<file path="src/hw/rtl/connection_reorder_prefetch_gate_unit_macros.svh">
// Assertion macros shared by the reorder gate RTL
`ifndef CONNECTION_REORDER_PREFETCH_GATE_UNIT_MACROS_SVH
`define CONNECTION_REORDER_PREFETCH_GATE_UNIT_MACROS_SVH

// Same-cycle implication, disabled during reset
`define CRPG_ASSERT_IMPL(label, ante, cons) \
    label: assert property (@(posedge i_clk) disable iff (!i_rst_n) (ante) |-> (cons)) \
        else $error("crpg assertion failed");

// Next-cycle implication, disabled during reset
`define CRPG_ASSERT_NEXT(label, ante, cons) \
    label: assert property (@(posedge i_clk) disable iff (!i_rst_n) (ante) |=> (cons)) \
        else $error("crpg assertion failed");

`endif

</file>
<file path="src/hw/rtl/crpg_ram.sv">
// Generic single-write, single-read RAM with registered read data
module crpg_ram #(
    parameter int WIDTH = 8,
    parameter int DEPTH = 16
) (
    input  logic                     i_clk,
    input  logic                     i_we,
    input  logic [$clog2(DEPTH)-1:0] i_waddr,
    input  logic [WIDTH-1:0]         i_wdata,
    input  logic [$clog2(DEPTH)-1:0] i_raddr,
    output logic [WIDTH-1:0]         o_rdata
);

    logic [WIDTH-1:0] r_mem [DEPTH];

    // Write port and registered read port
    always_ff @(posedge i_clk) begin
        if (i_we) begin
            r_mem[i_waddr] <= i_wdata;
        end
        o_rdata <= r_mem[i_raddr];
    end

endmodule

</file>
<file path="config.mk">
export PLATFORM = sky130hd
export DESIGN_NAME = crpg_ram
export DESIGN_NICKNAME = d
export VERILOG_FILES = /design/src/hw/rtl/connection_reorder_prefetch_gate_unit_macros.svh /design/src/hw/rtl/crpg_ram.sv
export SDC_FILE = /design/constraint.sdc
export NUM_CORES = 1
export LEC_CHECK = 0
export ABC_AREA = 0
export BUFFER_PORTS_ARGS = -buffer_cell sky130_fd_sc_hd__buf_4
export CORE_ASPECT_RATIO = 2
export CORE_MARGIN = 3
export CORE_UTILIZATION = 57
export DETAILED_ROUTE_END_ITERATION = 10
export GPL_TIMING_DRIVEN = 0
export HOLD_SLACK_MARGIN = 0.02
export MAX_ROUTING_LAYER = met4
export PLACE_DENSITY = 0.75
export SYNTH_ARGS = -nofsm -noshare
export SYNTH_HDL_FRONTEND = slang
export SYNTH_SLANG_ARGS = --single-unit
</file>
<file path="constraint.sdc">
create_clock -name i_clk -period 3.5 [get_ports i_clk]
set_input_delay 1.05 -clock i_clk [delete_from_list [all_inputs] [get_ports i_clk]]
set_output_delay 1.05 -clock i_clk [all_outputs]
set_load 0.05 [all_outputs]
</file>
==> results of run 1 <==
==> cells in the mapped netlist <==
| cell type | count |
|---|---|
| or3b_2 | 1 |
| nor2b_1 | 1 |
| a22oi_1 | 16 |
| nor2_1 | 13 |
| and2_1 | 1 |
| nor3_1 | 4 |
| edfxtp_1 | 128 |
| buf_4 | 1 |
| mux4_1 | 14 |
| nand2_1 | 9 |
| clkdlybuf4s25_2 | 3 |
| buf_2 | 3 |
| and2b_1 | 1 |
| buf_6 | 3 |
| mux4_2 | 18 |
| nand3_1 | 1 |
| nand2b_1 | 2 |
| nand3b_1 | 2 |
| dfxtp_1 | 8 |
==> power by group through the flow <==
| stage | logic [mW] | clock network [mW] | registers [mW] |
|---|---|---|---|
| 2_1_floorplan | 0.0924 | 0 | 1.90 |
| 3_3_place_gp | 0.217 | 0 | 1.86 |
| 3_5_place_dp | 0.222 | 0 | 1.86 |
| 4_1_cts | 0.224 | 1.65 | 1.83 |
| 5_1_grt | 0.235 | 1.75 | 1.83 |
| 6_report | 0.221 | 1.63 | 1.83 |
==> through the flow <==
step	power (mW)	cell area [um^2]	util	instances	hold WS (ns)
finish	3.69	6000	0.689	384	0.687
global route	3.82	6000	0.689	384	0.714
CTS	3.71	6000	0.689	384	0.685
detailed placement	2.09	5450	0.626	353	0.676
global placement	2.08	5450	0.626	353	0.664
floorplan	1.99	5150	-	229	0.629
==> final cells by class <==
type / instances / area [um^2]
Sequential cell: 136 / 4000
Fill cell: 511 / 2710
Multi-Input combinational cell: 83 / 1060
Clock buffer: 21 / 440
Timing Repair Buffer: 24 / 180
Tap cell: 100 / 125
Clock inverter: 10 / 105
Buffer: 10 / 86.3
==> worst min-delay path, delay by kind of cell, from the launching register on <==
kind             cells  cell delay [ns]
multiplexers         1             0.22
flip-flops           1             0.31
AND/OR/NAND/NOR      1             0.06
AO/OA/AOI/OAI        1             0.08
==> cell usage in the layout, fill, tap and decap left out, drive strengths merged <==
cell             n
a22oi           16
and2             1
and2b            1
buf             31
bufinv           2
clkbuf          21
clkdlybuf4s25    3
clkinv           7
clkinvlp         1
dfxtp            8
edfxtp         128
mux4            32
nand2            9
nand2b           2
nand3            1
nand3b           2
nor2            13
nor2b            1
nor3             4
or3b             1
==> final timing paths <==
check	from	to	slack, ns	depth (start not counted)
setup / recovery	i_waddr[2]	r_mem[0][4]	0.81	3
hold / removal	r_mem[10][6]	o_rdata[6]	0.69	3
setup reg to reg	r_mem[2][1]	o_rdata[1]	2.09	3
hold reg to reg	r_mem[10][6]	o_rdata[6]	0.69	3
==> routing by layer <==
metal	wire length, um	part of all wire
met1	3450	0.36
met2	5200	0.54
met3	522	0.054
met4	462	0.048
met5	0	0
==> state kept, by name, indices dropped and copies added, names as in the netlist <==
name / cells
r_mem: 128
o_rdata: 8
==> cells by family after synthesis <==
family                 count (synthesis)
AOI/OAI and AO/OA                     16
buffers and inverters                 10
DFF                                  136
muxes                                 32
and+or+nand+nor                       35
==> metrics.cfg, run 1 <==
[outcome]
outcome=finished clean

[synth]
synth_warnings=0
synth-seq-area-share=0.778
synth_compound_area_frac=0.0233
synth.area.top_cells=edfxtp_1 (75%), mux4_2 (7.9%), mux4_1 (7.1%)
synth_area_per_cell_um2=22.5
synth_top_family_by_area=multiplexers
netlist_instances=229
muxShareOfSynthArea=0.150
ys_ff_latch=136
synth.largest_area_cell=edfxtp_1
synth_xor_area_frac=0
syn-num-nets=247
ys_types=19
synth-adder-area-share=0
syn-cell-area_um2=5150
yosys.area.top_type_share=0.747
synth_simple_gate_area_frac=0.0318

[worst_setup_path]
critPathLaunchType=primary input
crit_family=simple AND/OR/NAND/NOR gates
crit_required_ns=3.52
worst_setup_path_end_kind=register
critPathSlowestCell=nor3_1
criticalPathCategory=primary input to register
cp_cell_sequence=buf_4, or3b_2, nor3_1
arrival_ns=2.71
slowest_delay_ns=1.02
critPathMaxFanout=8
crit_buf_inv=1

[drt]
viasPerCell=6.26
firstDrtPassIters=6
ant_nets=0
drt_iter0_markers=208
drc_errors=0
drt-total-wl_um=9630
dr_total_vias=2404
post_drt_wl_per_cell_um=25.1

[pwr]
p_leak_nw=2.03
netSwitchingFraction=0.202
pwr_density_cell_nw_per_um2=615
irDropWorstVdd_uv=531
p_comb_frac=0.060
sequentialPowerShare=0.497
internal-power_mw=2.94
pwr-share-clk=0.443
p_sw_mw=0.746

[global_route]
use_met1=0.254
grt_use_met3=0.0654
overflow=0
grt_use_met2=0.340
grt_pass1_vias=2519
grt_usage=0.220
grt-busiest-layer=met2
grt_pass1_wl_um=14700
antenna_found_initial=0
grt_max_degree=17

[finish]
fin_nets=290
layout-drive-gt1-share=0.278
diodes=0
area_growth_syn_to_layout_pct=16.5

[clock_tree]
clock_sinks=136
cts_tree=built
cts_buffer_depth=2
cts_setup_buffers=0
cts_buffers=17
htree_num_levels=4
clkTransAtPathRegs_ns=0.06
cts_resized=0
cts_hold_buf=0
insertion_delay_ns=0.41
cts_root_buf=clkbuf_16

[sta]
rsz0062_at_grt=no
fmax_ghz=0.371
maxSlewViolCount=0
fin_ws_ns=0.807
setup_viol=0
finalCritPeriodShare=0.770
worst_pin_slew_ns=1.32
finClkSkew_ns=0.00538
relSlewSlack=0.110
hold_violations=0
fin_tns_setup_ns=0
period_minus_slack_ns=2.69

[die]
die_w_um=73.2
die_area_um2=10300
coreArea_um2=8710
initial_core_util=0.591
die_h_um=140
row_count=48
io_pins=26

[place]
dp_hpwl_um=6370
pre_cts_slack_ns=0.365
port_buffers=24
place_congestion=0.844

[hold_path]
hp-class=register to register

[flow_run]
drv_cap=0

No activity file was read; power rests on OpenSTA's default activity.
==> run 2: changes to the inputs <==
--- a/config.mk
+++ b/config.mk
@@ -9,12 +9,12 @@
 export BUFFER_PORTS_ARGS = -buffer_cell sky130_fd_sc_hd__buf_4
 export CORE_ASPECT_RATIO = 2
 export CORE_MARGIN = 3
-export CORE_UTILIZATION = 57
+export CORE_UTILIZATION = 54
 export DETAILED_ROUTE_END_ITERATION = 10
 export GPL_TIMING_DRIVEN = 0
 export HOLD_SLACK_MARGIN = 0.02
 export MAX_ROUTING_LAYER = met4
-export PLACE_DENSITY = 0.75
+export PLACE_DENSITY = 0.74
 export SYNTH_ARGS = -nofsm -noshare
 export SYNTH_HDL_FRONTEND = slang
 export SYNTH_SLANG_ARGS = --single-unit
==> constraint.sdc (replaced) <==
create_clock -name i_clk -period 2.2 [get_ports i_clk]
set_input_delay 0.66 -clock i_clk [delete_from_list [all_inputs] [get_ports i_clk]]
set_output_delay 0.66 -clock i_clk [all_outputs]
set_load 0.05 [all_outputs]
==> run 2 against run 1 <==
Power up 60%. Cell count grew 1.0%. Die area up 5.2%. Highest routed layer unchanged. Core utilization decreased by 3.0 points. Global-route usage is 0.72 points lower. Sequential cell count did not move. Clock skew up 0.0058 ns. Critical path type unchanged. First-iteration DRC count shrank 3.8%.
==> metrics.cfg, run 2 (same netlist as run 1, synthesis figures left out) <==
[drt]
wl_met3_um=444
firstDrtPassIters=5
dr_total_vias=2437
post_drt_wl_per_cell_um=26.0
wl_met1_um=3910
drt-total-wl_um=10100
maxUsedRoutingLayer=met4
viasPerCell=6.28
ant_nets=0
drt_iter0_markers=200
drc_errors=0
met2_length_um=5340

[global_route]
overflow=0
grt_pass1_vias=2401
grt_pass1_wl_um=14800
grt_max_degree=17
antenna_found_initial=0
grt_usage=0.213

[clock_tree]
htree_num_levels=4
insertion_delay_ns=0.41
clkTransAtPathRegs_ns=0.05
cts_tree=built
cts_buffer_depth=2
clock_sinks=136
cts_buffers=17
cts_hold_buf=0
cts_root_buf=clkbuf_16

[worst_setup_path]
cp_cell_sequence=buf_4, nand3b_1, nor3_1
arrival_ns=2.00
criticalPathCategory=primary input to register
critPathSlowestCell=nor3_1
critPathLaunchType=primary input
critPathMaxFanout=8
crit_required_ns=2.21
worst_setup_path_end_kind=register
crit_buf_inv=1
slowest_delay_ns=1.01
crit_family=simple AND/OR/NAND/NOR gates

[place]
dp_cells=355
place_congestion=0.858
port_buffers=24
dp_hpwl_um=6480

[die]
coreArea_um2=9140
row_count=49
initial_core_util=0.563
die_w_um=75.0
die_h_um=144
io_pins=26
die_area_um2=10800

[finish]
largest_register=r_mem
layout-drive-gt1-share=0.287
fillers=594
reg_top3=r_mem x128, o_rdata x8
diodes=0
utilization=0.659
fin_nets=291
final_cells=388
mostFrequentLayoutCells=edfxtp_1 (128), buf_4 (25), mux4_2 (18)
area_growth_syn_to_layout_pct=17.0
largest_reg_flops=128
final_common_cell=edfxtp_1

[sta]
whs_ns=0.582
fin_tns_setup_ns=0
hold_violations=0
worst_pin_slew_ns=1.29
fmax_ghz=0.502
finalCritPeriodShare=0.905
rsz0062_at_grt=no
relSlewSlack=0.134
finClkSkew_ns=0.0111
setup_viol=0
maxSlewViolCount=0
period_minus_slack_ns=1.99

[pwr]
p_leak_nw=2.03
pwr_density_cell_nw_per_um2=982
irDropWorstVdd_uv=722

[hold_path]
hp-class=primary input to register

[flow_run]
drv_cap=0

[outcome]
outcome=finished clean

[run 2: cell types whose count changed in the layout (fill, tap and decap cells not counted)]
cell and delta:
clkbuf_1 +1, clkinv_4 -1, clkbuf_4 +1, clkinvlp_4 +1, nor3_2 +2, nor3_1 -2
[run 2: worst register-to-register path, stage by stage, from the launching register on]
cell,delay [ns]
edfxtp_1,0.36
mux4_1,0.55
a22oi_1,0.30
nand2_1,0.08
[run 2: area by class of cell]
type | instances | area, um^2 | area share
Buffer | 10 | 86.3 | 0.0143
Clock buffer | 22 | 444 | 0.0738
Clock inverter | 10 | 104 | 0.0172
Multi-Input combinational cell | 83 | 1070 | 0.177
Sequential cell | 136 | 4000 | 0.665
Tap cell | 102 | 128 | 0.0212
Timing Repair Buffer | 25 | 188 | 0.0312
[run 2: repair_timing]
item	CTS	global route
setup endpoints to repair	8	0
buffers inserted	0	0
resized for setup	1	0
hold endpoints to repair	0	0
[run 2: path summary, 6_finish.rpt]
kind,from,cells past startpoint,slack [ns],end
setup reg to reg,r_mem[2][2],3,0.78,o_rdata[2]
hold reg to reg,r_mem[14][2],3,0.70,o_rdata[2]
setup / recovery,i_waddr[3],3,0.21,r_mem[4][5]
hold / removal,i_wdata[1],1,0.58,r_mem[1][1]
[run 2: report_power, final]
group	switching (mW)	internal [mW]	total, mW
logic	0.222	0.135	0.356
registers	0.0146	2.90	2.91
clock network	0.990	1.65	2.64
[run 2: through the flow]
step	setup WS (ns)	instance area, um^2	total power [mW]
after detailed placement	-0.583	5460	3.32
final	0.210	6020	5.91
after floorplan	0.0471	5150	3.17
after global placement	-0.547	5460	3.31
after CTS	0.130	6010	5.95
after global routing	0.0787	6020	6.09
[run 2: per-layer routing]
metal | vias up | global-route usage
met5 | - | -
met3 | 27 | 0.0605
li1 | 1063 | -
met1 | 1236 | 0.259
met4 | 0 | 0.0976
met2 | 111 | 0.328
==> run 3: changes to the inputs <==
--- a/config.mk
+++ b/config.mk
@@ -15,6 +15,7 @@
 export HOLD_SLACK_MARGIN = 0.02
 export MAX_ROUTING_LAYER = met4
 export PLACE_DENSITY = 0.74
+export SETUP_SLACK_MARGIN = 0.4
 export SYNTH_ARGS = -nofsm -noshare
 export SYNTH_HDL_FRONTEND = slang
 export SYNTH_SLANG_ARGS = --single-unit
==> run 3 against run 2 <==
Core utilization up 0.75 points. Sequential cell count unchanged. Combinational power barely moved. Sequential share of layout area shrank 0.75 points. Via count is 1.3% lower. Critical path type unchanged. Largest power group unchanged. Highest routed layer unchanged.
==> metrics.cfg, run 3 (same netlist as run 1, synthesis figures left out) <==
[outcome]
outcome=finished clean

[clock_tree]
clkTransAtPathRegs_ns=0.05
insertion_delay_ns=0.41
clock_sinks=136
htree_num_levels=4
cts_setup_buffers=0
cts_tree=built
cts_buffer_depth=2
cts_hold_buf=0
cts_buffers=17
cts_root_buf=clkbuf_16

[place]
placedInstanceArea_um2=5480
dp_hpwl_um=6470
port_buffers=24
pre_cts_slack_ns=-0.144
place_congestion=0.884
dp_cells=355

[worst_setup_path]
crit_buf_inv=1
criticalPathCategory=primary input to register
cp_cell_sequence=buf_4, or3b_2, nor3_4
crit_required_ns=2.24
critPathSlowestCell=or3b_2
crit_family=simple AND/OR/NAND/NOR gates
arrival_ns=1.78
critPathLaunchType=primary input
worst_setup_path_end_kind=register
critPathMaxFanout=8
slowest_delay_ns=0.55

[pwr]
irDropWorstVdd_uv=927
p_sw_mw=1.19
netSwitchingFraction=0.195
p_comb_frac=0.059
p_leak_nw=2.05
pwr_density_cell_nw_per_um2=1000
pwr-share-clk=0.463
sequentialPowerShare=0.478
p_total_mw=6.09
internal-power_mw=4.91

[finish]
fin_nets=290
final_cells=387
final_common_cell=edfxtp_1
largest_reg_flops=128
layout-drive-gt1-share=0.295
diodes=0
reg_top3=r_mem x128, o_rdata x8
multi_input_area_um2=1090
area_growth_syn_to_layout_pct=18.3
mostFrequentLayoutCells=edfxtp_1 (128), buf_4 (25), mux4_2 (18)
final_area_um2=6090
regArea_um2=4000
utilization=0.667
fillers=592
largest_register=r_mem

[flow_run]
drv_cap=0

[drt]
drt_iter0_markers=219
viasPerCell=6.21
drt-total-wl_um=9800
post_drt_wl_per_cell_um=25.3
dr_total_vias=2405
firstDrtPassIters=4
drc_errors=0
ant_nets=0

[global_route]
antenna_found_initial=0
grt_max_degree=17
overflow=0
grt_pass1_wl_um=14800
grt_usage=0.211
grt_pass1_vias=2489

[sta]
fin_ws_ns=0.459
period_minus_slack_ns=1.74
worst_pin_slew_ns=0.801
hold_violations=0
rsz0062_at_grt=no
maxSlewViolCount=0
finClkSkew_ns=0.00593
relSlewSlack=0.464
fmax_ghz=0.574
setup_viol=0
finalCritPeriodShare=0.791

[die]
die_area_um2=10800
die_w_um=75.0
row_count=49
initial_core_util=0.563
die_h_um=144
io_pins=26
coreArea_um2=9140

[hold_path]
hp-class=primary input to register

run 3: per-layer routing:
| layer | global-route usage | up-vias | routed length, um |
|---|---|---|---|
| li1 | - | 1058 | - |
| met1 | 0.248 | 1236 | 3610 |
| met2 | 0.348 | 96 | 5510 |
| met3 | 0.0501 | 15 | 457 |
| met4 | 0.0826 | 0 | 225 |
| met5 | - | - | 0 |
run 3: area by class of cell:
| class | instances | share of cell area |
|---|---|---|
| Clock buffer | 20 | 0.0717 |
| Sequential cell | 136 | 0.657 |
| Tap cell | 102 | 0.0210 |
| Timing Repair Buffer | 24 | 0.0296 |
| Multi-Input combinational cell | 83 | 0.179 |
| Buffer | 10 | 0.0154 |
| Clock inverter | 12 | 0.0257 |
run 3: worst paths after layout:
path | to | start | cells after the start | slack, ns
setup / recovery | r_mem[0][6] | i_waddr[2] | 3 | 0.46
hold / removal | r_mem[6][6] | i_wdata[6] | 1 | 0.59
setup reg to reg | o_rdata[2] | r_mem[2][2] | 3 | 0.76
hold reg to reg | o_rdata[7] | r_mem[8][7] | 3 | 0.69
run 3: worst register-to-register path, stage by stage (launching register included):
cell	delay [ns]
edfxtp_1	0.36
mux4_1	0.57
a22oi_1	0.30
nand2_1	0.09
run 3: timing repair:
action	CTS	global route
resized for setup	2	3
setup endpoints to repair	40	24
cloned	0	0
pin swaps	0	0
run 3: stage by stage:
stage,TNS (ns),hold slack [ns]
after floorplan,0,0.629
after global placement,-4.72,0.661
after detailed placement,-4.93,0.685
after CTS,0,0.574
after global routing,0,0.582
final,0,0.586
run 3: power groups by stage:
stage          combinational (mW)  sequential [mW]  clock (mW)
2_1_floorplan               0.150             3.02           0
3_3_place_gp                0.350             2.96           0
3_5_place_dp                0.359             2.97           0
4_1_cts                     0.362             2.91        2.86
5_1_grt                     0.380             2.92        3.01
6_report                    0.359             2.91        2.82
